<file path="src/rtl/vvst_pkg.sv">
// shared types and constants for the vertical speed tracker
`default_nettype none
package vvst_pkg;
	localparam int ALT_W       = 21;
	localparam int REL_W       = 22;
	localparam int DIFF_W      = 23;
	localparam int SPD_W       = 15;
	localparam int TIME_W      = 32;
	localparam int LIM_W       = 14;
	localparam int AGE_W       = 16;
	localparam int QUO_W       = 32;
	localparam int SCALE_MS    = 1000;
	localparam int DIV_STEPS   = QUO_W;
	localparam int DEF_RING_DEPTH = 16;

	localparam int S_TDATA_W   = 56;
	localparam int M_TDATA_W   = 40;
	localparam int M_PAD_W     = M_TDATA_W - REL_W - SPD_W;
	localparam int S_PAD_W     = S_TDATA_W - ALT_W - TIME_W;
	localparam int APB_DATA_W  = 32;
	localparam int APB_ADDR_W  = 4;

	localparam logic [1:0] REG_SENSOR_EN = 2'd0;
	localparam logic [1:0] REG_MAX_SPEED = 2'd1;
	localparam logic [1:0] REG_MAX_AGE   = 2'd2;

	localparam logic [LIM_W-1:0] MAX_SPEED_RST = LIM_W'(2000);
	localparam logic [AGE_W-1:0] MAX_AGE_RST   = AGE_W'(1000);

	localparam logic REQ_SAMPLE = 1'b0;
	localparam logic REQ_GROUND = 1'b1;

	typedef struct packed {
		logic             sensor_enabled;
		logic [LIM_W-1:0] speed_limit;
		logic [AGE_W-1:0] max_age_ms;
	} cfg_t;

	typedef struct packed {
		logic signed [REL_W-1:0] alt;
		logic [TIME_W-1:0]       stamp;
	} ring_entry_t;

	typedef struct packed {
		logic capture;
		logic eval;
		logic diff;
		logic scale;
		logic div_step;
		logic clamp;
		logic load_out;
	} dp_cmd_t;

	typedef struct packed {
		logic need_speed;
		logic dt_zero;
	} dp_status_t;
endpackage
`default_nettype wire

</file>
<file path="src/rtl/vvst_regs.sv">
// configuration registers behind the apb port
`default_nettype none
module vvst_regs (
	input  wire logic                            clk,
	input  wire logic                            arst_n,
	input  wire logic                            psel,
	input  wire logic                            penable,
	input  wire logic                            pwrite,
	input  wire logic [vvst_pkg::APB_ADDR_W-1:0] paddr,
	input  wire logic [vvst_pkg::APB_DATA_W-1:0] pwdata,
	output logic      [vvst_pkg::APB_DATA_W-1:0] prdata,
	output logic                                 pready,
	output vvst_pkg::cfg_t                       cfg
);
	import vvst_pkg::*;

	cfg_t       cfg_q;
	logic [1:0] reg_idx;
	logic       wr_en;

	assign reg_idx = paddr[3:2];
	assign pready  = 1'b1;
	assign wr_en   = psel && penable && pwrite && pready;
	assign cfg     = cfg_q;

	always_ff @(posedge clk or negedge arst_n) begin
		if (!arst_n) begin
			cfg_q.sensor_enabled <= 1'b0;
			cfg_q.speed_limit    <= MAX_SPEED_RST;
			cfg_q.max_age_ms     <= MAX_AGE_RST;
		end else if (wr_en) begin
			case (reg_idx)
				REG_SENSOR_EN: cfg_q.sensor_enabled <= pwdata[0];
				REG_MAX_SPEED: cfg_q.speed_limit    <= pwdata[LIM_W-1:0];
				REG_MAX_AGE:   cfg_q.max_age_ms     <= pwdata[AGE_W-1:0];
				default: ;
			endcase
		end
	end

	always_comb begin
		case (reg_idx)
			REG_SENSOR_EN: prdata = APB_DATA_W'(cfg_q.sensor_enabled);
			REG_MAX_SPEED: prdata = APB_DATA_W'(cfg_q.speed_limit);
			REG_MAX_AGE:   prdata = APB_DATA_W'(cfg_q.max_age_ms);
			default:       prdata = '0;
		endcase
	end
endmodule
`default_nettype wire

</file>
<file path="src/rtl/vvst_ctrl.sv">
// sequencing state machine for one request at a time
`default_nettype none
module vvst_ctrl (
	input  wire logic                 clk,
	input  wire logic                 arst_n,
	input  wire logic                 s_tvalid,
	output logic                      s_tready,
	output logic                      m_tvalid,
	input  wire logic                 m_tready,
	input  wire vvst_pkg::dp_status_t status,
	output vvst_pkg::dp_cmd_t         cmd
);
	import vvst_pkg::*;

	localparam int CNT_W = $clog2(DIV_STEPS);

	typedef enum logic [2:0] {
		ST_IDLE,
		ST_EVAL,
		ST_READ,
		ST_DIFF,
		ST_SCALE,
		ST_DIV,
		ST_CLAMP,
		ST_DONE
	} state_t;

	state_t            state_q;
	logic [CNT_W-1:0]  cnt_q;
	logic              m_tvalid_q;
	logic              out_free;

	assign s_tready = (state_q == ST_IDLE);
	assign m_tvalid = m_tvalid_q;
	assign out_free = !m_tvalid_q || m_tready;

	always_comb begin
		cmd          = '0;
		cmd.capture  = s_tvalid && (state_q == ST_IDLE);
		cmd.eval     = (state_q == ST_EVAL);
		cmd.diff     = (state_q == ST_DIFF);
		cmd.scale    = (state_q == ST_SCALE);
		cmd.div_step = (state_q == ST_DIV);
		cmd.clamp    = (state_q == ST_CLAMP);
		cmd.load_out = (state_q == ST_DONE) && out_free;
	end

	always_ff @(posedge clk or negedge arst_n) begin
		if (!arst_n) begin
			state_q    <= ST_IDLE;
			cnt_q      <= '0;
			m_tvalid_q <= 1'b0;
		end else begin
			if (cmd.load_out) begin
				m_tvalid_q <= 1'b1;
			end else if (m_tready) begin
				m_tvalid_q <= 1'b0;
			end
			case (state_q)
				ST_IDLE: begin
					if (s_tvalid) begin
						state_q <= ST_EVAL;
					end
				end
				ST_EVAL: begin
					state_q <= status.need_speed ? ST_READ : ST_DONE;
				end
				ST_READ: begin
					state_q <= ST_DIFF;
				end
				ST_DIFF: begin
					state_q <= ST_SCALE;
				end
				ST_SCALE: begin
					cnt_q   <= '0;
					state_q <= status.dt_zero ? ST_DONE : ST_DIV;
				end
				ST_DIV: begin
					cnt_q <= cnt_q + 1'b1;
					if (cnt_q == CNT_W'(DIV_STEPS - 1)) begin
						state_q <= ST_CLAMP;
					end
				end
				ST_CLAMP: begin
					state_q <= ST_DONE;
				end
				ST_DONE: begin
					if (out_free) begin
						state_q <= ST_IDLE;
					end
				end
				default: begin
					state_q <= ST_IDLE;
				end
			endcase
		end
	end

`ifndef SYNTHESIS
	a_one_in_flight: assert property (@(posedge clk) disable iff (!arst_n)
		s_tvalid && s_tready |=> !s_tready)
		else $error("second transaction taken while one is in progress");
	a_div_count_start: assert property (@(posedge clk) disable iff (!arst_n)
		state_q == ST_SCALE && !status.dt_zero |=> cnt_q == '0)
		else $error("divider count not cleared at start");
	a_result_shown: assert property (@(posedge clk) disable iff (!arst_n)
		cmd.load_out |=> m_tvalid)
		else $error("loaded result not presented");
`endif
endmodule
`default_nettype wire

</file>
<file path="src/rtl/vvst_dp.sv">
// datapath: ring memory, held snapshot, serial divider and clamp
`default_nettype none
module vvst_dp #(
	parameter int RING_DEPTH = vvst_pkg::DEF_RING_DEPTH
) (
	input  wire logic                           clk,
	input  wire logic                           arst_n,
	input  wire vvst_pkg::cfg_t                 cfg,
	input  wire logic [vvst_pkg::S_TDATA_W-1:0] s_tdata,
	input  wire logic [0:0]                     s_tuser,
	output logic      [vvst_pkg::M_TDATA_W-1:0] m_tdata,
	output logic      [1:0]                     m_tuser,
	input  wire vvst_pkg::dp_cmd_t              cmd,
	output vvst_pkg::dp_status_t                status
);
	import vvst_pkg::*;

	localparam int AW = $clog2(RING_DEPTH);
	localparam int CW = $clog2(RING_DEPTH + 1);
	localparam logic [CW:0] DEPTH_X = (CW + 1)'(RING_DEPTH);

	ring_entry_t ring_mem [RING_DEPTH];
	ring_entry_t rd_q;

	// captured request
	logic                     req_q;
	logic signed [ALT_W-1:0]  abs_q;
	logic [TIME_W-1:0]        t_q;

	// held state
	logic [AW-1:0]            head_q;
	logic [CW-1:0]            count_q;
	logic [AW-1:0]            oldest_q;
	logic signed [ALT_W-1:0]  ground_q;
	logic signed [ALT_W-1:0]  last_abs_q;
	logic signed [REL_W-1:0]  last_rel_q;
	logic signed [SPD_W-1:0]  last_speed_q;
	logic [TIME_W-1:0]        last_time_q;
	logic                     last_valid_q;
	logic                     ok_q;

	// speed path
	logic signed [DIFF_W-1:0] diff_q;
	logic [TIME_W-1:0]        dt_q;
	logic                     neg_q;
	logic [QUO_W:0]           rem_q;
	logic [QUO_W-1:0]         quo_q;
	logic [TIME_W-1:0]        dvs_q;

	logic [M_TDATA_W-1:0]     out_data_q;
	logic [1:0]               out_user_q;

	logic signed [REL_W-1:0]  rel;
	logic [TIME_W-1:0]        age;
	logic                     age_ok;
	logic                     do_sample;
	logic                     do_ground;
	logic [AW-1:0]            head_nx;
	logic [CW-1:0]            count_nx;
	logic [CW:0]              oldest_sum;
	logic [CW:0]              oldest_wrap;
	logic [DIFF_W-1:0]        diff_abs;
	logic [QUO_W-1:0]         scaled;
	logic [QUO_W:0]           rem_sh;
	logic                     fits;
	logic [LIM_W-1:0]         clamp_mag;
	logic [SPD_W-1:0]         mag_ext;

	assign rel       = REL_W'(abs_q) - REL_W'(ground_q);
	assign age       = t_q - last_time_q;
	assign age_ok    = age <= TIME_W'(cfg.max_age_ms);
	assign do_sample = cfg.sensor_enabled && (req_q == REQ_SAMPLE);
	assign do_ground = cfg.sensor_enabled && (req_q == REQ_GROUND) && last_valid_q && age_ok;

	assign head_nx  = (head_q == AW'(RING_DEPTH - 1)) ? '0 : head_q + 1'b1;
	assign count_nx = (count_q == CW'(RING_DEPTH)) ? count_q : count_q + 1'b1;

	// oldest entry sits count places behind the next write slot
	assign oldest_sum  = (CW + 1)'(head_nx) + DEPTH_X - (CW + 1)'(count_nx);
	assign oldest_wrap = (oldest_sum >= DEPTH_X) ? oldest_sum - DEPTH_X : oldest_sum;

	assign status.need_speed = do_sample && (count_nx >= CW'(2));
	assign status.dt_zero    = (dt_q == '0);

	assign diff_abs = diff_q[DIFF_W-1] ? DIFF_W'(-diff_q) : DIFF_W'(diff_q);
	assign scaled   = QUO_W'(diff_abs[REL_W-1:0]) * QUO_W'(SCALE_MS);

	assign rem_sh = {rem_q[QUO_W-1:0], quo_q[QUO_W-1]};
	assign fits   = rem_sh >= (QUO_W + 1)'(dvs_q);

	assign clamp_mag = (quo_q > QUO_W'(cfg.speed_limit)) ?
		cfg.speed_limit : quo_q[LIM_W-1:0];
	assign mag_ext   = SPD_W'(clamp_mag);

	always_ff @(posedge clk) begin
		if (cmd.eval && do_sample) begin
			ring_mem[head_q] <= '{alt: rel, stamp: t_q};
		end
		rd_q <= ring_mem[oldest_q];
	end

	always_ff @(posedge clk) begin
		if (cmd.capture) begin
			req_q <= s_tuser[0];
			abs_q <= s_tdata[ALT_W-1:0];
			t_q   <= s_tdata[ALT_W+TIME_W-1:ALT_W];
		end
		if (cmd.eval) begin
			oldest_q <= oldest_wrap[AW-1:0];
		end
		if (cmd.diff) begin
			diff_q <= DIFF_W'(last_rel_q) - DIFF_W'(rd_q.alt);
			dt_q   <= t_q - rd_q.stamp;
		end
		if (cmd.scale) begin
			neg_q <= diff_q[DIFF_W-1];
			rem_q <= '0;
			quo_q <= scaled;
			dvs_q <= dt_q;
		end else if (cmd.div_step) begin
			rem_q <= fits ? rem_sh - (QUO_W + 1)'(dvs_q) : rem_sh;
			quo_q <= {quo_q[QUO_W-2:0], fits};
		end
		if (cmd.load_out) begin
			out_data_q <= {M_PAD_W'(0), last_speed_q, last_rel_q};
			out_user_q <= {last_valid_q, ok_q};
		end
	end

	always_ff @(posedge clk or negedge arst_n) begin
		if (!arst_n) begin
			head_q       <= '0;
			count_q      <= '0;
			ground_q     <= '0;
			last_abs_q   <= '0;
			last_rel_q   <= '0;
			last_speed_q <= '0;
			last_time_q  <= '0;
			last_valid_q <= 1'b0;
			ok_q         <= 1'b0;
		end else begin
			if (cmd.eval) begin
				ok_q <= do_sample || do_ground;
				if (do_sample) begin
					head_q       <= head_nx;
					count_q      <= count_nx;
					last_abs_q   <= abs_q;
					last_rel_q   <= rel;
					last_time_q  <= t_q;
					last_valid_q <= 1'b1;
					if (count_nx < CW'(2)) begin
						last_speed_q <= '0;
					end
				end else if (do_ground) begin
					ground_q     <= last_abs_q;
					last_rel_q   <= '0;
					last_speed_q <= '0;
					head_q       <= '0;
					count_q      <= '0;
				end
			end
			if (cmd.scale && status.dt_zero) begin
				last_speed_q <= '0;
			end
			if (cmd.clamp) begin
				last_speed_q <= neg_q ? SPD_W'(-mag_ext) : mag_ext;
			end
		end
	end

	assign m_tdata = out_data_q;
	assign m_tuser = out_user_q;

`ifndef SYNTHESIS
	a_count_bound: assert property (@(posedge clk) disable iff (!arst_n)
		count_q <= CW'(RING_DEPTH))
		else $error("ring fill count beyond depth");
	a_head_bound: assert property (@(posedge clk) disable iff (!arst_n)
		head_q <= AW'(RING_DEPTH - 1))
		else $error("ring head beyond depth");
	a_divisor_nonzero: assert property (@(posedge clk) disable iff (!arst_n)
		cmd.div_step |-> dvs_q != '0)
		else $error("divide step with zero divisor");
`endif
endmodule
`default_nettype wire

</file>
<file path="src/rtl/vario_vertical_speed_tracker.sv">
// Vertical speed tracker. Each request on the input stream gives one result on the output
// stream, one request in progress at a time. A sample stores ground-relative altitude in a
// ring of the last RING_DEPTH samples; once two or more are held the speed is worked out by
// a one-bit-per-cycle divider whose 32 steps set the pace; the next request can be taken in
// the cycle that presents the result. With a zero time gap the divider is skipped. A
// disabled request, a set-ground request and the first sample after reset or set ground
// go straight to the result stage. The result waits in an output register, and the next
// request is taken while it waits; that request holds at its result stage until the
// waiting one is taken. The ring needs no clearing after reset.
`default_nettype none
module vario_vertical_speed_tracker #(
	parameter int RING_DEPTH = vvst_pkg::DEF_RING_DEPTH
) (
	input  wire logic                            clk,
	input  wire logic                            arst_n,
	input  wire logic                            psel,
	input  wire logic                            penable,
	input  wire logic                            pwrite,
	input  wire logic [vvst_pkg::APB_ADDR_W-1:0] paddr,
	input  wire logic [vvst_pkg::APB_DATA_W-1:0] pwdata,
	output logic      [vvst_pkg::APB_DATA_W-1:0] prdata,
	output logic                                 pready,
	input  wire logic                            s_tvalid,
	output logic                                 s_tready,
	// abs_altitude_cm [20:0], time_ms [52:21], zero pad
	input  wire logic [vvst_pkg::S_TDATA_W-1:0]  s_tdata,
	// req_type [0]
	input  wire logic [0:0]                      s_tuser,
	output logic                                 m_tvalid,
	input  wire logic                            m_tready,
	// rel_altitude_cm [21:0], vertical_speed_cms [36:22], zero pad
	output logic      [vvst_pkg::M_TDATA_W-1:0]  m_tdata,
	// ok [0], snapshot_valid [1]
	output logic      [1:0]                      m_tuser
);
	import vvst_pkg::*;

	cfg_t       cfg;
	dp_cmd_t    cmd;
	dp_status_t status;

	vvst_regs u_regs (
		.clk     (clk),
		.arst_n  (arst_n),
		.psel    (psel),
		.penable (penable),
		.pwrite  (pwrite),
		.paddr   (paddr),
		.pwdata  (pwdata),
		.prdata  (prdata),
		.pready  (pready),
		.cfg     (cfg)
	);

	vvst_ctrl u_ctrl (
		.clk      (clk),
		.arst_n   (arst_n),
		.s_tvalid (s_tvalid),
		.s_tready (s_tready),
		.m_tvalid (m_tvalid),
		.m_tready (m_tready),
		.status   (status),
		.cmd      (cmd)
	);

	vvst_dp #(
		.RING_DEPTH (RING_DEPTH)
	) u_dp (
		.clk     (clk),
		.arst_n  (arst_n),
		.cfg     (cfg),
		.s_tdata (s_tdata),
		.s_tuser (s_tuser),
		.m_tdata (m_tdata),
		.m_tuser (m_tuser),
		.cmd     (cmd),
		.status  (status)
	);
endmodule
`default_nettype wire

</file>
<file path="config.mk">
export PLATFORM = sky130hd
export DESIGN_NAME = vario_vertical_speed_tracker
export DESIGN_NICKNAME = d
export VERILOG_FILES = /design/src/rtl/vvst_pkg.sv /design/src/rtl/vvst_regs.sv /design/src/rtl/vvst_ctrl.sv /design/src/rtl/vvst_dp.sv /design/src/rtl/vario_vertical_speed_tracker.sv
export SDC_FILE = /design/constraint.sdc
export NUM_CORES = 2
export LEC_CHECK = 0
export BUFFER_PORTS_ARGS = -buffer_cell sky130_fd_sc_hd__buf_4
export CORE_MARGIN = 5
export CORE_UTILIZATION = 60
export CTS_CLUSTER_SIZE = 30
export DETAILED_ROUTE_END_ITERATION = 12
export HOLD_SLACK_MARGIN = 0.08
export MAX_ROUTING_LAYER = met4
export PLACE_DENSITY = 0.85
export SLEW_MARGIN = 20
export SYNTH_ARGS = -nofsm -noshare
export SYNTH_HDL_FRONTEND = slang
export SYNTH_SLANG_ARGS = --single-unit
</file>
<file path="constraint.sdc">
create_clock -name clk -period 18.4 [get_ports clk]
set_clock_uncertainty 0.2 [all_clocks]
set_input_delay 0.92 -clock clk [delete_from_list [all_inputs] [get_ports clk]]
set_output_delay 0.92 -clock clk [all_outputs]
set_load 0.02 [all_outputs]
</file>
Word level (Yosys, flattened, before mapping)
Memories as Yosys holds them, arrays and structs flattened. A register that Yosys moved wholly into a read port is not among the register bits.
Cells that the tools add are included.
{"block": "totals", "regBits": 411, "ram_bits": 864, "inputBits": 100, "out_inout_bits": 77, "elab_cells": 130, "memories": 1}
{"block": "op_classes", "addsub": 13, "n_mul": 1, "magnitude_cmp": 6, "eq_ne": 16, "n_mux": 33, "bitwise": 2, "n_reduce_logical": 30}
{"memory": "u_dp.ring_mem", "depth": 16, "word_bits": 54, "rd": 1, "rd_ports_with_merged_regs": 1, "wr": 1, "line": "vvst_dp.sv:22", "text": "ring_entry_t ring_mem [RING_DEPTH];"}
{"operator": "$mux 15", "n": 7}
{"operator": "$mux 32", "n": 3}
{"operator": "$sub 32x32->32", "n": 3}
{"operator": "$mux 22", "n": 3}
{"operator": "$pmux 16 s3", "n": 1}
{"operator": "$ge 33x32->1", "n": 1}
{"operator": "$gt 32x14->1", "n": 1}
{"operator": "$le 32x16->1", "n": 1}
{"operator": "$logic_not 32->1", "n": 1}
{"operator": "$mul 22x7->29 const B", "n": 1}
{"operator": "$pmux 3 s8", "n": 1}
{"operator": "$sub 22x22->23", "n": 1}
{"operator": "$neg 22->22", "n": 1}
{"operator": "$sub 21x21->22", "n": 1}
{"operator": "$mux 4", "n": 4}
{"operator": "$mux 5", "n": 3}
{"operator": "$neg 14->15", "n": 1}
{"operator": "$mux 14", "n": 1}
{"operator": "$eq 3x3->1 const B", "n": 4}
{"operator": "$mux 3", "n": 4}
{"operator": "$logic_and 1x1->1", "n": 11}
{"operator": "$add 5x1->5 const B", "n": 2}
{"operator": "$eq 5x5->1 const B", "n": 2}
{"operator": "$pmux 5 s2", "n": 1}
{"operator": "other kinds (27)", "n": 42}

Longest topological paths before layout
{"block": "logic_depth", "depth_word": 8, "depth_mapped": 25, "mapped_depth_nobuf": 25}

Hierarchy
A second synthesis with hierarchy kept.
{"block": "hier_totals", "cells_unflattened": 4086, "area_unflattened_um2": 61101.1}
{"mod": "vvst_dp", "instances": 1, "cells_per_inst": 3917, "area_per_inst_um2": 59011.6, "seq_area_each_um2": 37205.7}
{"mod": "vvst_regs", "instances": 1, "cells_per_inst": 109, "area_per_inst_um2": 1560.2, "seq_area_each_um2": 790.8}
{"mod": "vvst_ctrl", "instances": 1, "cells_per_inst": 60, "area_per_inst_um2": 529.3, "seq_area_each_um2": 225.2}

Worst setup path before layout
No wires, ideal clock.
{"block": "synth_path", "path_type": "register -> register", "start": "register u_dp.diff_q[5]", "end": "register u_dp.quo_q[30], data pin", "setup_time_ns": 0.269, "t_arrival_ns": 6.011, "required_time_ns": 17.931, "slack_ns": 11.920, "stages_incl_launch_ff": 23, "path_buffers": 0, "cell_sequence": "edfxtp_1 -> or4_1 -> nor4_1 -> nand2_1 -> o21ai_0 -> xor2_1 -> xnor2_1 -> inv_1 -> ha_1 -> inv_1 -> fa_1 -> fa_1 -> fa_1 -> inv_1 -> ha_1 -> or3_1 -> o21ai_0 -> a21oi_1 -> and3b_1 -> a2111oi_0 -> o21bai_1 -> mux2i_1 -> o31ai_1"}
{"block": "synth_via", "elab_chain_cells": 4}
{"element": "start, declared", "line": "vvst_dp.sv:43", "text": "logic signed [DIFF_W-1:0] diff_q;"}
{"element": "start signal, assigned", "line": "vvst_dp.sv:112", "text": "diff_q <= DIFF_W'(last_rel_q) - DIFF_W'(rd_q.alt);"}
{"element": "$neg 22->22", "line": "vvst_dp.sv:85", "text": "assign diff_abs = diff_q[DIFF_W-1] ? DIFF_W'(-diff_q) : DIFF_W'(diff_q);"}
{"element": "$mux 22 *", "line": "vvst_dp.sv:85"}
{"element": "$mul 22x7->29 *", "line": "vvst_dp.sv:86", "text": "assign scaled = QUO_W'(diff_abs[REL_W-1:0]) * QUO_W'(SCALE_MS);"}
{"element": "$mux 32 *", "line": "vvst_dp.sv:115", "text": "if (cmd.scale) begin"}
{"element": "end signal, assigned", "line": "vvst_dp.sv:118", "text": "quo_q <= scaled;"}
{"element": "end signal, assigned", "line": "vvst_dp.sv:122", "text": "quo_q <= {quo_q[QUO_W-2:0], fits};"}
{"element": "end, declared", "line": "vvst_dp.sv:47", "text": "logic [QUO_W-1:0] quo_q;"}
Mark *: on every way between the ends. The rest lies on a longest branch, timed or not.
A chain may end at the register's enable or synchronous reset.

Worst setup path in the final report
{"block": "layout_path", "start": "register u_dp.diff_q[0]", "end": "register u_dp.quo_q[30], data pin"}
Same word-level chain as after synthesis.

==> impl_results.html <==
<table>
<tr><th>Metric</th><th>Value</th></tr>
<tr><th colspan="2">Timing</th></tr>
<tr><td>Count of endpoints failing hold in the final timing report</td><td>0</td></tr>
<tr><td>Shortest period the worst path allows</td><td>7.48 ns</td></tr>
<tr><td>Setup repair after global routing missed its margin</td><td>false</td></tr>
<tr><td>Slew at the pin with the worst max-slew slack</td><td>1.18 ns</td></tr>
<tr><td>Setup TNS</td><td>0 ns</td></tr>
<tr><td>Final setup violation count</td><td>0</td></tr>
<tr><td>Tcrit/Tclk final</td><td>40.7%</td></tr>
<tr><td>Slew Limit Headroom</td><td>21.4%</td></tr>
<tr><td>Count of pins over their slew limit</td><td>0</td></tr>
<tr><td>Max Clock Freq</td><td>134 MHz</td></tr>
<tr><th colspan="2">Synth</th></tr>
<tr><td>Cell types with the largest area share after synthesis</td><td>edfxtp_1, mux4_2, dfrtp_1, ha_1, dfxtp_1</td></tr>
<tr><td>Yosys Warn Count</td><td>0</td></tr>
<tr><td>Cell taking the most area after synthesis</td><td>edfxtp_1</td></tr>
<tr><td>Most common cell in the synthesized netlist</td><td>edfxtp_1</td></tr>
<tr><td>Cell count after synthesis</td><td>4039</td></tr>
<tr><td>Synth async-reset ratio</td><td>12.2%</td></tr>
<tr><td>Top flip-flop cell by instance count after synthesis</td><td>edfxtp_1</td></tr>
<tr><td>Share of synthesized area occupied by flip-flops and latches</td><td>63.0%</td></tr>
<tr><td>Avg Inst Size Synth</td><td>15.0 sq um</td></tr>
<tr><td>Seq cells post-synth</td><td>1329</td></tr>
<tr><td>Post-Synthesis Cell Area</td><td>around 0.061 sq mm</td></tr>
<tr><td>Post-synth EDFFs</td><td>1078</td></tr>
<tr><td>Area share of the largest cell type after synthesis</td><td>53.4%</td></tr>
<tr><td>Count of unique library cells instantiated by Yosys</td><td>85</td></tr>
<tr><td>Post-synth top cells</td><td>edfxtp_1, inv_1, nand2_1, mux4_2, ha_1</td></tr>
<tr><th colspan="2">Critical path</th></tr>
<tr><td>Type of the worst setup path</td><td>reg -&gt; reg</td></tr>
<tr><td>Kind of start point of the critical path</td><td>flip-flop</td></tr>
<tr><td>Max FO, Critical Path</td><td>8</td></tr>
<tr><td>Arrival time reported for the critical path endpoint</td><td>7.84 ns</td></tr>
<tr><td>Required @ worst endpoint</td><td>~19 ns</td></tr>
<tr><td>Register-to-Register Setup Slack</td><td>10.92 ns</td></tr>
<tr><td>CP endpoint kind</td><td>flip-flop</td></tr>
<tr><th colspan="2">Place</th></tr>
<tr><td>I/O Buffers</td><td>approximately 140</td></tr>
<tr><td>Routability cong.</td><td>0.920</td></tr>
<tr><td>HPWL after detailed placement</td><td>87000 microns</td></tr>
<tr><th colspan="2">Die</th></tr>
<tr><td>Starting Density</td><td>60.5%</td></tr>
<tr><td>Die W</td><td>328 microns</td></tr>
<tr><td>Floorplan die area</td><td>0.108 sq mm</td></tr>
<tr><td>Core area</td><td>0.100 sq mm</td></tr>
<tr><td>Floorplan die height</td><td>328 microns</td></tr>
<tr><td>Boundary Pins</td><td>177</td></tr>
<tr><td>Standard-cell row count</td><td>116</td></tr>
<tr><th colspan="2">Detailed routing</th></tr>
<tr><td>Number of nets with antenna violations after detailed routing</td><td>0</td></tr>
<tr><td>Detail Route met3 WL</td><td>15400 microns</td></tr>
<tr><td>Vias</td><td>~37000</td></tr>
<tr><td>Met1 Routed Length</td><td>55600 microns</td></tr>
<tr><td>DRC violation count after routing</td><td>0</td></tr>
<tr><td>Number of iterations in the first detailed-routing pass</td><td>7</td></tr>
<tr><td>Highest layer used for signal routing</td><td>met4</td></tr>
<tr><td>Violation count after the first detailed-routing iteration</td><td>~5300</td></tr>
<tr><td>Sum of routed wire length over all layers</td><td>151000 microns</td></tr>
<tr><td>Detail-routed net length per standard cell</td><td>around 26 microns</td></tr>
<tr><td>Met2 WL</td><td>74000 microns</td></tr>
<tr><td>Detailed-route vias per instance</td><td>6.48</td></tr>
<tr><th colspan="2">GRT</th></tr>
<tr><td>Overall overflow remaining after global route</td><td>0</td></tr>
<tr><td>GRT Overall Usage</td><td>28.9%</td></tr>
<tr><td>Antenna violations before repair</td><td>4</td></tr>
<tr><td>First-pass GRT wire length</td><td>228000 microns</td></tr>
<tr><td>Vias in the first global route</td><td>37479</td></tr>
<tr><td>Largest net degree at the start of global routing</td><td>approximately 150</td></tr>
<tr><th colspan="2">Clock tree</th></tr>
<tr><td>Post-CTS setup buffer count</td><td>0</td></tr>
<tr><td>Bufs on Longest Clock Path</td><td>3</td></tr>
<tr><td>Clock root cell</td><td>clkbuf_16</td></tr>
<tr><td>Level count of the clock H-tree</td><td>4</td></tr>
<tr><td>TritonCTS clock tree</td><td>done</td></tr>
<tr><td>Worst-path clk slew</td><td>0.06 ns</td></tr>
<tr><td>Number of hold buffers added after CTS</td><td>0</td></tr>
<tr><td>Number of sinks on the clock net</td><td>1329</td></tr>
<tr><td>Number of buffers added by the clock tree synthesis step</td><td>134</td></tr>
<tr><td>Resized cells post-CTS</td><td>0</td></tr>
<tr><td>Clk_lat worst skew</td><td>0.74 ns</td></tr>
<tr><th colspan="2">Finish</th></tr>
<tr><td>Fraction of final layout cells with drive strength greater than 1</td><td>17.7%</td></tr>
<tr><td># fillers</td><td>slightly above 6000</td></tr>
<tr><td>Area added between synthesis and finish</td><td>12.4%</td></tr>
<tr><td>Final nets</td><td>4660</td></tr>
<tr><th colspan="2">Run status</th></tr>
<tr><td>Result of the run</td><td>complete, no violations</td></tr>
<tr><th colspan="2">Hold path</th></tr>
<tr><td>Classification of the worst-slack hold path</td><td>in -&gt; async</td></tr>
<tr><th colspan="2">Flow run</th></tr>
<tr><td>Number of max-cap violations</td><td>0</td></tr>
</table>
## path summary, 6_finish.rpt
kind	cells past startpoint	end	start
max	22	u_dp.quo_q[30]	u_dp.diff_q[0]
min	1	u_dp.last_abs_q[0]	arst_n
min in group clk	1	u_dp.abs_q[17]	s_tdata[17]
max reg2reg	22	u_dp.quo_q[30]	u_dp.diff_q[0]
max in group asynchronous	2	u_ctrl.cnt_q[3]	arst_n
min reg2reg	0	u_dp.m_tdata[30]	u_dp.last_speed_q[8]
## critical path: stages, from the launching register on
cell and delay (ns):
edfxtp_1 0.67, inv_1 0.09, ha_1 0.24, nand2b_1 0.16
xnor2_1 0.82, fa_1 0.59, inv_1 0.08, fa_1 0.43
fa_1 0.54, inv_1 0.05, fa_1 0.49, ha_1 0.34
inv_1 0.10, o21bai_1 0.12, a2111oi_0 0.42, nor3_1 0.16
a22oi_1 0.22, a21oi_1 0.14, and3b_1 0.20, a2111oi_0 0.62
o21bai_1 0.18, mux2i_1 0.16, o31ai_1 0.24
## cell families after synthesis
kind of cell               share of synthesized area (%)
other                                             0.0124
buffers and inverters                               3.11
muxes                                               11.2
adders and majority gates                           7.33
AOI/OAI and AO/OA                                   6.88
DFF                                                 63.0
and+or+nand+nor                                     5.72
xor gates and xnor gates                            2.70
## cell type report
class	instances	area, sq um	area share [%]
tap	1357	1700	2.49
inverter	322	1210	1.77
multi-input combinational	2251	20900	30.6
clock buffer	177	3690	5.41
timing repair buffer	213	1690	2.48
sequential	1329	38200	56.1
clock inverter	71	820	1.20
antenna	3	7.51	0.0110
## cells in the final DEF (no fill, tap or decap), types with 20 or more instances in the layout
master	synthesis	routed
edfxtp_1	1078	1078
fa_1	72	72
mux2_1	21	21
nor3_1	42	38
and3_1	21	20
ha_1	237	237
mux2i_1	44	44
o21ai_0	171	171
buf_4	20	205
a22o_1	57	57
nand3_1	46	46
o21ai_1	28	28
nor2_1	155	140
xor2_1	62	61
clkbuf_1	104	30
nand2_1	296	296
inv_1	320	320
o21a_1	29	29
a21o_1	41	41
conb_1	2	20
xnor2_1	125	118
a21oi_1	156	155
dfrtp_1	150	150
clkbuf_16	0	138
mux4_2	270	270
nor2b_1	27	25
nor4_1	27	27
dfxtp_1	89	89
nand2b_1	38	36
## flip-flops by register name (all words and copies together) (netlist names), 22 cells and up
| name | flops |
|---|---|
| u_dp.quo_q | 32 |
| u_regs.cfg | 31 |
| u_dp.t_q | 32 |
| u_dp.dt_q | 32 |
| u_dp.rd_q | 54 |
| u_dp.diff_q | 23 |
| u_dp.ring_mem | 864 |
| u_dp.last_time_q | 32 |
| u_dp.m_tdata | 37 |
| u_dp.last_rel_q | 22 |
| u_dp.dvs_q | 32 |
| u_dp.rem_q | 32 |
## metrics by stage
| step | util, % | cells | area, sq um | worst slack, ns | hold WS (ns) |
|---|---|---|---|---|---|
| 2_1_floorplan | - | 4057 | 60700 | 11.92 | 0.225 |
| 3_3_place_gp | 63.3 | 5469 | 63500 | 11.08 | 0.233 |
| 3_5_place_dp | 63.4 | 5469 | 63500 | 10.98 | 0.234 |
| 4_1_cts | 67.8 | 5717 | 68000 | 10.88 | 0.106 |
| 5_1_grt | 68.0 | 5723 | 68200 | 10.42 | 0.109 |
| 6_report | 68.0 | 5723 | 68200 | 10.92 | 0.117 |
## per-layer routing
metal,global-route usage [%],vias to the layer above
met5,-,-
met4,10.9,0
met3,5.12,502
met2,46.3,2615
met1,37.6,18330
li1,-,15631
Power is left out: the tool's default activity adds up to more than one toggle a clock period on the data nets, which glitch-free logic cannot reach.
